`src/hdl/nesm_pkg.sv`:
```
package nesm_pkg;

  localparam int PENDING_DEPTH = 16;
  localparam int CNT_W = $clog2(PENDING_DEPTH + 1);

  localparam logic [2:0] KIND_OFF  = 3'd0;
  localparam logic [2:0] KIND_CHAN = 3'd1;
  localparam logic [2:0] KIND_LOOP = 3'd2;
  localparam logic [2:0] KIND_END  = 3'd3;
  localparam logic [2:0] KIND_ERR  = 3'd4;

  localparam logic [1:0] ERR_NONE  = 2'd0;
  localparam logic [1:0] ERR_TRUNC = 2'd1;
  localparam logic [1:0] ERR_LEAD  = 2'd2;
  localparam logic [1:0] ERR_FULL  = 2'd3;

  localparam logic [27:0] DELAY_MAX = 28'hFFFFFFF;

  typedef struct packed {
    logic [3:0]  chan;
    logic [6:0]  note;
    logic [31:0] t;
  } pend_t;

  // shift command to the cell row
  typedef enum logic [1:0] {
    CMD_HOLD,
    CMD_INSERT,
    CMD_POP
  } cmd_t;

  typedef struct packed {
    cmd_t        cmd;
    pend_t       ins;
  } cell_ctl_t;

  typedef enum logic [2:0] {
    ST_IDLE,
    ST_FLUSH,
    ST_EMIT,
    ST_ERR,
    ST_DRAIN,
    ST_END
  } state_t;

  function automatic logic [31:0] sat_add(input logic [31:0] a, input logic [31:0] b);
    logic [32:0] s;
    s = {1'b0, a} + {1'b0, b};
    return s[32] ? 32'hFFFFFFFF : s[31:0];
  endfunction

  function automatic logic [31:0] vlq(input logic [27:0] d);
    logic [31:0] c;
    c = {24'd0, 1'b0, d[6:0]};
    if (d[27:7] != 0) c[15:8] = {1'b1, d[13:7]};
    if (d[27:14] != 0) c[23:16] = {1'b1, d[20:14]};
    if (d[27:21] != 0) c[31:24] = {1'b1, d[27:21]};
    return c;
  endfunction

  function automatic logic [2:0] vlq_len(input logic [27:0] d);
    if (d[27:21] != 0) return 3'd4;
    if (d[20:14] != 0) return 3'd3;
    if (d[13:7] != 0) return 3'd2;
    return 3'd1;
  endfunction

endpackage

```
`src/hdl/nesm_cell.sv`:
```
module nesm_cell
  import nesm_pkg::*;
(
  input  logic      clk,
  input  cell_ctl_t ctl,
  input  logic      valid,
  input  logic      prev_valid,
  input  logic      prev_le,
  input  pend_t     prev_entry,
  input  pend_t     next_entry,
  output pend_t     entry,
  output logic      le
);
  // le: this entry's time is at or below the insert time
  assign le = valid && (entry.t <= ctl.ins.t);

  always_ff @(posedge clk) begin
    unique case (ctl.cmd)
      CMD_INSERT: begin
        if (!le) begin
          if (prev_valid && !prev_le) entry <= prev_entry;
          else entry <= ctl.ins;
        end
      end
      CMD_POP: entry <= next_entry;
      default: entry <= entry;
    endcase
  end
endmodule

```
`src/hdl/nesm_store.sv`:
```
module nesm_store
  import nesm_pkg::*;
(
  input  logic             clk,
  input  logic             rst,
  input  cell_ctl_t        ctl,
  output pend_t            head,
  output logic [CNT_W-1:0] count
);
  pend_t entries [PENDING_DEPTH];
  logic  les [PENDING_DEPTH];
  logic  vld [PENDING_DEPTH];

  for (genvar i = 0; i < PENDING_DEPTH; i++) begin : g_cell
    pend_t pe, ne;
    logic  pv, pl;
    assign vld[i] = CNT_W'(i) < count;
    if (i == 0) begin : g_first
      assign pe = ctl.ins;
      assign pv = 1'b0;
      assign pl = 1'b1;
    end else begin : g_rest
      assign pe = entries[i-1];
      assign pv = vld[i-1];
      assign pl = les[i-1];
    end
    if (i == PENDING_DEPTH - 1) begin : g_last
      assign ne = entries[i];
    end else begin : g_mid
      assign ne = entries[i+1];
    end
    nesm_cell u_cell (
      .clk(clk), .ctl(ctl), .valid(vld[i]), .prev_valid(pv), .prev_le(pl),
      .prev_entry(pe), .next_entry(ne), .entry(entries[i]), .le(les[i])
    );
  end

  assign head = entries[0];

  always_ff @(posedge clk) begin
    if (rst) begin
      count <= '0;
    end else begin
      unique case (ctl.cmd)
        CMD_INSERT: count <= count + 1'b1;
        CMD_POP:    count <= count - 1'b1;
        default:    count <= count;
      endcase
    end
  end
endmodule

```
`src/hdl/note_event_stream_to_midi.sv`:
```
// An accepted word is registered and handled in ST_FLUSH; stall_in holds the input until the block is back in
// ST_IDLE, so a new input word is not taken before the last one is through.
// Each due note-off is released before the word that made it due, set by the single head port of the sorted
// cell row (one pop per cycle while the output is not stalled).
// End of stream releases each pending note-off, then one end of track word.
// Reset (rst, synchronous) clears parser, times, pending count and halt flag.
module note_event_stream_to_midi
  import nesm_pkg::*;
(
  input  logic        clk,
  input  logic        rst,
  input  logic        valid_in,
  output logic        stall_in,
  input  logic        op,
  input  logic [7:0]  data_byte,
  output logic        valid_out,
  input  logic        stall_out,
  output logic [2:0]  kind,
  output logic [27:0] delay_ticks,
  output logic [31:0] delay_vlq,
  output logic [2:0]  delay_vlq_len,
  output logic [7:0]  status_byte,
  output logic [7:0]  first_data,
  output logic [7:0]  second_data,
  output logic [1:0]  error_code,
  output logic        last
);
  state_t state, state_next;
  logic [1:0]  phase;
  logic [7:0]  held_lead, opb0, opb1, cur_b;
  logic        cur_op;
  logic [31:0] read_time, written_time;
  logic        halted;
  logic        full_err;
  logic        released;
  pend_t       head;
  logic [CNT_W-1:0] count;
  cell_ctl_t   ctl;

  nesm_store u_store (.clk(clk), .rst(rst), .ctl(ctl), .head(head), .count(count));

  logic out_free;
  assign out_free = !valid_out || !stall_out;
  assign stall_in = (state != ST_IDLE);

  logic accept;
  assign accept = valid_in && !stall_in;

  // classify the pending word
  logic w_emit, w_is_once, w_loop, w_badlead, w_trunc;
  always_comb begin
    w_emit = 1'b0; w_is_once = 1'b0; w_loop = 1'b0; w_badlead = 1'b0; w_trunc = 1'b0;
    if (cur_op) begin
      w_trunc = (phase != 2'd0);
    end else if (phase == 2'd0) begin
      if (cur_b[7]) begin
        w_loop = (cur_b == 8'hF0);
        w_badlead = (cur_b[7:4] == 4'hB) || (cur_b[7:4] == 4'hC) || (cur_b[7:4] == 4'hD);
      end
    end else if (phase == 2'd2 && held_lead[7:4] != 4'hA) begin
      w_emit = 1'b1;
    end else if (phase == 2'd3) begin
      w_emit = 1'b1;
      w_is_once = 1'b1;
    end
  end

  logic due;
  assign due = (count != '0) && (head.t <= read_time);

  logic [31:0] gap_head, gap_read;
  assign gap_head = (head.t > written_time) ? head.t - written_time : 32'd0;
  assign gap_read = (read_time > written_time) ? read_time - written_time : 32'd0;

  function automatic logic [27:0] clamp(input logic [31:0] v);
    return (v[31:28] != 0) ? DELAY_MAX : v[27:0];
  endfunction

  logic [31:0] dur;
  assign dur = {18'd0, opb1[1:0], cur_b, 4'd0};

  always_comb begin
    state_next = state;
    unique case (state)
      ST_IDLE: if (accept && !halted) state_next = ST_FLUSH;
      ST_FLUSH: begin
        if (cur_op && !w_trunc) begin
          if (out_free && !due) state_next = ST_DRAIN;
        end else if (w_trunc || w_badlead) begin
          if (out_free) state_next = ST_IDLE;
        end else if (w_emit || w_loop) begin
          if (out_free && !due) state_next = (w_is_once && full_err) ? ST_ERR : ST_IDLE;
        end else begin
          state_next = ST_IDLE;
        end
      end
      ST_ERR: if (out_free) state_next = ST_IDLE;
      ST_DRAIN: if (out_free && count == '0) state_next = ST_IDLE;
      default: state_next = ST_IDLE;
    endcase
  end

  logic        emit;
  logic [2:0]  e_kind;
  logic [27:0] e_delay;
  logic [7:0]  e_st, e_d1, e_d2;
  logic [1:0]  e_err;
  logic        e_last;

  always_comb begin
    emit = 1'b0; e_kind = KIND_CHAN; e_delay = '0; e_st = '0; e_d1 = '0; e_d2 = '0;
    e_err = ERR_NONE; e_last = 1'b0;
    ctl.cmd = CMD_HOLD;
    ctl.ins.chan = held_lead[3:0];
    ctl.ins.note = opb0[7:1];
    ctl.ins.t = sat_add(sat_add(written_time, gap_read), dur);
    unique case (state)
      ST_FLUSH: begin
        if (w_trunc) begin
          emit = 1'b1; e_kind = KIND_ERR; e_err = ERR_TRUNC; e_last = 1'b1;
        end else if (w_badlead) begin
          emit = 1'b1; e_kind = KIND_ERR; e_err = ERR_LEAD; e_last = 1'b1;
        end else if ((w_emit || w_loop || cur_op) && due) begin
          emit = 1'b1; e_kind = KIND_OFF; e_delay = clamp(gap_head);
          e_st = {4'h8, head.chan}; e_d1 = {1'b0, head.note}; e_d2 = 8'h40;
          ctl.cmd = out_free ? CMD_POP : CMD_HOLD;
        end else if (cur_op) begin
          emit = 1'b0;
        end else if (w_loop) begin
          emit = 1'b1; e_kind = KIND_LOOP; e_delay = clamp(gap_read); e_last = 1'b1;
        end else if (w_emit) begin
          emit = 1'b1; e_kind = KIND_CHAN; e_delay = clamp(gap_read);
          if (w_is_once) begin
            e_st = {4'h9, held_lead[3:0]}; e_d1 = {1'b0, opb0[7:1]};
            e_d2 = {1'b0, opb0[0], opb1[7:2]};
            e_last = !full_err;
            if (out_free && !full_err) ctl.cmd = CMD_INSERT;
          end else begin
            e_st = held_lead; e_d1 = opb0; e_d2 = cur_b; e_last = 1'b1;
          end
        end
      end
      ST_ERR: begin
        emit = 1'b1; e_kind = KIND_ERR; e_err = ERR_FULL; e_last = 1'b1;
      end
      ST_DRAIN: begin
        emit = 1'b1;
        if (count != '0) begin
          e_kind = KIND_OFF; e_delay = released ? 28'd0 : clamp(gap_read);
          e_st = {4'h8, head.chan}; e_d1 = {1'b0, head.note}; e_d2 = 8'h40;
          ctl.cmd = out_free ? CMD_POP : CMD_HOLD;
        end else begin
          e_kind = KIND_END; e_delay = released ? 28'd0 : clamp(gap_read); e_last = 1'b1;
        end
      end
      default: emit = 1'b0;
    endcase
  end

  assign full_err = (count == CNT_W'(PENDING_DEPTH));

  always_ff @(posedge clk) begin
    if (rst) begin
      state <= ST_IDLE;
      valid_out <= 1'b0;
      phase <= 2'd0;
      held_lead <= '0;
      opb0 <= '0;
      opb1 <= '0;
      read_time <= '0;
      written_time <= '0;
      halted <= 1'b0;
      released <= 1'b0;
    end else begin
      state <= state_next;
      if (out_free) valid_out <= emit;
      if (accept) begin
        cur_op <= op;
        cur_b <= data_byte;
      end
      if (emit && out_free) begin
        kind <= e_kind;
        delay_ticks <= e_delay;
        delay_vlq <= vlq(e_delay);
        delay_vlq_len <= vlq_len(e_delay);
        status_byte <= e_st;
        first_data <= e_d1;
        second_data <= e_d2;
        error_code <= e_err;
        last <= e_last;
      end
      if (state == ST_FLUSH) begin
        if (emit && out_free && e_kind == KIND_OFF) begin
          written_time <= (head.t > written_time) ? head.t : written_time;
        end else if (w_trunc || w_badlead) begin
          if (out_free) halted <= 1'b1;
        end else if (cur_op) begin
          // remaining gap is taken by the drain
        end else if (w_emit || w_loop) begin
          if (out_free && !due) begin
            written_time <= sat_add(written_time, gap_read);
            if (w_emit) phase <= 2'd0;
          end
        end else if (phase == 2'd0) begin
          if (!cur_b[7]) begin
            read_time <= sat_add(read_time, cur_b[6] ?
              {19'd0, {1'b0, cur_b[5:0]} + 7'd1, 6'd0} : {24'd0, cur_b});
          end else if (cur_b[7:4] == 4'h8 || cur_b[7:4] == 4'h9 ||
                       cur_b[7:4] == 4'hE || cur_b[7:4] == 4'hA) begin
            held_lead <= cur_b;
            phase <= 2'd1;
          end
        end else if (phase == 2'd1) begin
          opb0 <= cur_b;
          phase <= 2'd2;
        end else begin
          opb1 <= cur_b;
          phase <= 2'd3;
        end
      end
      if (state == ST_ERR && out_free) halted <= 1'b1;
      if (state == ST_DRAIN && out_free) begin
        if (count != '0) begin
          released <= 1'b1;
        end else begin
          released <= 1'b0;
          phase <= 2'd0;
          held_lead <= '0;
          opb0 <= '0;
          opb1 <= '0;
          read_time <= '0;
          written_time <= '0;
        end
      end
    end
  end
endmodule
```
`config.mk`:
```
export PLATFORM = sky130hd
export DESIGN_NAME = note_event_stream_to_midi
export DESIGN_NICKNAME = d
export VERILOG_FILES = /design/src/hdl/nesm_pkg.sv /design/src/hdl/nesm_cell.sv /design/src/hdl/nesm_store.sv /design/src/hdl/note_event_stream_to_midi.sv
export SDC_FILE = /design/constraint.sdc
export NUM_CORES = 2
export LEC_CHECK = 0
export BUFFER_PORTS_ARGS = -buffer_cell sky130_fd_sc_hd__buf_2
export CORE_ASPECT_RATIO = 0.6
export CORE_MARGIN = 2
export CORE_UTILIZATION = 45
export DETAILED_ROUTE_END_ITERATION = 6
export HOLD_SLACK_MARGIN = 0.02
export PLACE_DENSITY = 0.57
export SYNTH_ARGS = -nofsm -noshare
export SYNTH_HDL_FRONTEND = slang
export SYNTH_HIERARCHICAL = 1
export SYNTH_SLANG_ARGS = --single-unit
export TNS_END_PERCENT = 10
```
`constraint.sdc`:
```
create_clock -name clk -period 20.3 [get_ports clk]
set_input_delay 1.015 -clock clk [delete_from_list [all_inputs] [get_ports clk]]
set_output_delay 1.015 -clock clk [all_outputs]
set_load 0.02 [all_outputs]
```
* Word level (Yosys, flattened, before mapping)
Index checks and enable logic that the tools add are counted.
Widths: inputs -> output; s select.
** Cells by class
- Reductions and logical operators :: 115
- Equal/unequal tests :: 38
- Bitwise logic cells :: 2
- Muxes and demuxes :: 236
- Add/subtract/negate cells :: 8
- $lt $le $gt $ge :: 35
** Operator list (number)
- $mux 43 :: 30
- $pmux 43 s2 :: 15
- $mux 32 :: 23
- $le 32x32->1 :: 17
- $mux 8 :: 53
- $mux 28 :: 9
- $gt 32x32->1 :: 2
- $sub 32x32->32 :: 2
- $pmux 28 s2 :: 1
- $mux 1 :: 52
- $mux 2 :: 24
- $mux 3 :: 16
- $pmux 8 s2 :: 3
- $logic_and 1x1->1 :: 45
- $lt 4x5->1 const A :: 8
- $reduce_and 2->1 :: 18
- $ne 2x2->1 const B :: 17
- $add 32x13->33 :: 1
- $add 32x14->33 :: 1
- $add 32x32->33 :: 1
- $eq 4x4->1 const B :: 7
- $logic_not 1->1 :: 22
- $reduce_bool 21->1 :: 1
- $reduce_bool 7->1 :: 3
- other kinds (37) :: 63
** Word-level totals
- Register bits after elaboration :: 890
- Word-level logic and storage cells :: 507
- Input port bits :: 13
- Output and inout bits :: 95

* Logic depth before layout (Yosys ltp)
- Word-level depth :: 26
- Depth in mapped cells :: 53
- Mapped depth without buffers :: 46

* By module
Netlist, hierarchy kept.
** Modules (own cells, without submodules)
- nesm_cell :: sequential area each 1291.2 um2, area each 3066.7 um2, times used 16, cells an instance 307
- note_event_stream_to_midi :: sequential area each 4744.6 um2, area each 17340.4 um2, times used 1, cells an instance 2233
- nesm_store :: sequential area each 100.1 um2, area each 496.7 um2, times used 1, cells an instance 66

* Least setup slack after synthesis
No wires, ideal clock.
- Path kind :: register -> register
- From :: reg written_time[0]
- To :: reg u_store/g_cell[0].u_cell/entry[0] in the netlist's numbering (enable)
- Path slack :: 8615 ps
- Period minus slack after synthesis :: 11685 ps
- Required time :: 19897 ps
- Arrival :: 11282 ps
- Library setup time :: 403 ps
- Stages on the path, launching flop included :: 42
- Path buffers :: 5
- Cells stage by stage :: dfxtp_1 ha_1 inv_1 fa_1 a211oi_1 o211ai_1 a211oi_1 nor3b_1 nor2_1 clkbuf_1 buf_1 buf_1 nor3b_1 fa_1 a21oi_1 o211ai_1 a221oi_1 nor3_1 [... 6 more ...] ha_1 a21o_1 a21oi_1 o21ai_0 a21oi_1 o21ai_0 a21oi_1 o2111ai_1 nand4_1 nand2b_1 nor3_1 o21ai_0 inv_1 ha_1 nand4_1 nor4_4 o31a_2 o21a_1
** RTL lines
- from (decl) :: RTL line note_event_stream_to_midi.sv:32 : logic [31:0] read_time, written_time;
- from (signal assigned) :: RTL line note_event_stream_to_midi.sv:194 : written_time <= (head.t > written_time) ? head.t : written_time;
- from (signal assigned) :: RTL line note_event_stream_to_midi.sv:201 : written_time <= sat_add(written_time, gap_read);
- to (signal assigned) :: RTL line nesm_cell.sv:21 : if (prev_valid && !prev_le) entry <= prev_entry;
- to (signal assigned) :: RTL line nesm_cell.sv:22 : else entry <= ctl.ins;
- to (signal assigned) :: RTL line nesm_cell.sv:25 : CMD_POP: entry <= next_entry;
- to (decl) :: RTL line nesm_cell.sv:11 : output pend_t entry,

==> impl_metrics.json <==
{
  "drtPass1Iterations": 6,
  "fmax_ghz": 0.0654,
  "start_kind": "flip-flop",
  "grt_usage": 0.284,
  "num_vias": 56000,
  "power.total_mw": 5.05,
  "slew_violations": 0,
  "core_area_mm2": 0.147,
  "finalSetupViolations": 0,
  "areaGrowthSynthToFinish_pct": 8.64,
  "layout.nets": 7872,
  "cp_common_cell": "buf_4",
  "clkLatencyLatePin_ns": 0.74,
  "fp.dieH_um": 303,
  "antenna_found_initial": 6,
  "grt_pass1_vias": 51900,
  "slowest_stage": "nand2_1",
  "worst_r2r_path_depth": 48,
  "numCtsBuffers": 95,
  "worst_slew_pin_slew_ns": 1.42,
  "regToRegStartpoint": "written_time[0]$_SDFF_PP0_",
  "routedWlPerCell_um": 23.9,
  "cap_violations": 0,
  "cts.root.buffer_cell": "clkbuf_16",
  "cts_hold_buf": 0,
  "leakage_nw": 31.1,
  "netlist_instances": 7208,
  "cts_buffer_depth": 3,
  "critPathLaunch": "written_time[0]$_SDFF_PP0_",
  "cts.repair.resized": 0,
  "io_buffers": 106,
  "critical_path_arrival_ns": 15.73,
  "drt_iter0_drc": 5903,
  "powerDensity_mw_per_mm2": 69.5,
  "grt_pass1_wl_um": 331000,
  "drive_gt1_frac": 0.0775,
  "hp-start": "data_byte[7]",
  "worstSetupPathType": "reg2reg",
  "rrSetupSlack_ns": 5.02,
  "grt_max_degree": 88,
  "clock-sinks": 883,
  "routabilityCongestion": 1.00,
  "status": "finished, final reports clean",
  "crit_required_ns": 20.74,
  "r2r_end": "u_store/g_cell[8].u_cell/entry[38]$_DFFE_PP_",
  "dieArea_mm2": 0.152,
  "wirelength_um": 221000,
  "viasPerCell": 6.04,
  "clk_pin_slew_ns": 0.07,
  "irDropWorstVdd_uv": 72.2,
  "syn_nets": 7894,
  "syn_area_mm2": 0.0669,
  "cp-endpoint": "u_store/g_cell[8].u_cell/entry[38]$_DFFE_PP_",
  "cts_tree": "built",
  "ant_nets": 0,
  "worstSetupEndpointType": "flip-flop",
  "slew_headroom": 0.0485,
  "h-tree-depth": 3,
  "yosys_warnings": 6,
  "final_util": 0.493,
  "fin_crit_sh": 0.753,
  "num_rows": 109,
  "dp_hpwl_um": 172000,
  "crit_fanout": 43,
  "tns_ns": 0,
  "max_stage_delay_ns": 0.92,
  "cts_setup_buffers": 0,
  "pin_count": 108,
  "die_w_um": 502,
  "post-route-min-period_ns": 15.28,
  "hp-class": "in2reg",
  "hold_violations": 0,
  "start_util": 0.454,
  "route.detailed.drc": 0,
  "clock_skew_ns": 0.0433,
  "overflow": 0,
  "synth.avg_cell_area_um2": 9.28,
  "rsz0062_at_grt": "false"
}
-- worst min-delay path by stage --
stage | end | slack, ns | cells after the start
after floorplan | halted$_SDFFE_PP0P_ | 0.44 | 2
after global placement | halted$_SDFFE_PP0P_ | 0.45 | 2
after detailed placement | halted$_SDFFE_PP0P_ | 0.46 | 2
after CTS | cur_b[7]$_DFFE_PP_ | 0.41 | 1
after global routing | cur_b[0]$_DFFE_PP_ | 0.42 | 1
final | cur_b[7]$_DFFE_PP_ | 0.46 | 1
-- registers in the layout (all words and copies together) (netlist names), 24 cells and up --
| register | count |
|---|---|
| u_store/g_cell.u_cell/entry | 688 |
| written_time | 32 |
| delay_vlq | 24 |
| delay_ticks | 28 |
| read_time | 32 |
-- layout make-up --
cell class              instances  area, µm²
repair buffers                225       1420
clock buffers                 127       2560
inverters                     630       2360
multi-input cells            5351      37800
well taps                    1998       2500
diodes                          1       2.50
fillers                     13900      74800
clock inverters                49        546
flip-flops and latches        883      25500
-- report_power, final --
group / leakage (nW) / internal, mW / switching [mW]
combinational: 21.3 / 0.418 / 0.785
sequential: 8.29 / 2.02 / 0.00847
clock: 1.50 / 0.996 / 0.821
-- cells in the final DEF, fill, tap and decap left out, drive strengths merged, types with 148 or more instances in the layout --
cell,n
inv,635
o21ai,945
a21oi,427
nand4,148
ha,668
nand2,1033
edfxtp,782
mux2i,732
nor2,227
buf,224
-- metrics by stage --
stage | hold slack, ns | area [µm²] | std cells | worst slack [ns]
floorplan | 0.438 | 66900 | 7208 | 8.61
global placement | 0.452 | 69500 | 9086 | 5.72
detailed placement | 0.465 | 69500 | 9086 | 5.52
CTS | 0.412 | 72700 | 9262 | 5.48
global route | 0.421 | 72700 | 9263 | 4.23
finish | 0.464 | 72700 | 9264 | 5.02
-- metal layers --
layer	part of all wire	track usage
met1	0.54	0.492
met2	0.34	0.330
met3	0.11	0.0854
met4	0.011	0.0360
met5	0.00015	0
-- critical path, delay by kind of cell, from the launching register on --
family	cells	cell delay (ns)
AOI/OAI and AO/OA	18	5.32
and+or+nand+nor	14	4.59
buffers and inverters	9	2.25
adders and majority gates	6	1.96
DFF	1	0.48
muxes	1	0.27
Power figures use the tool's default switching activity.
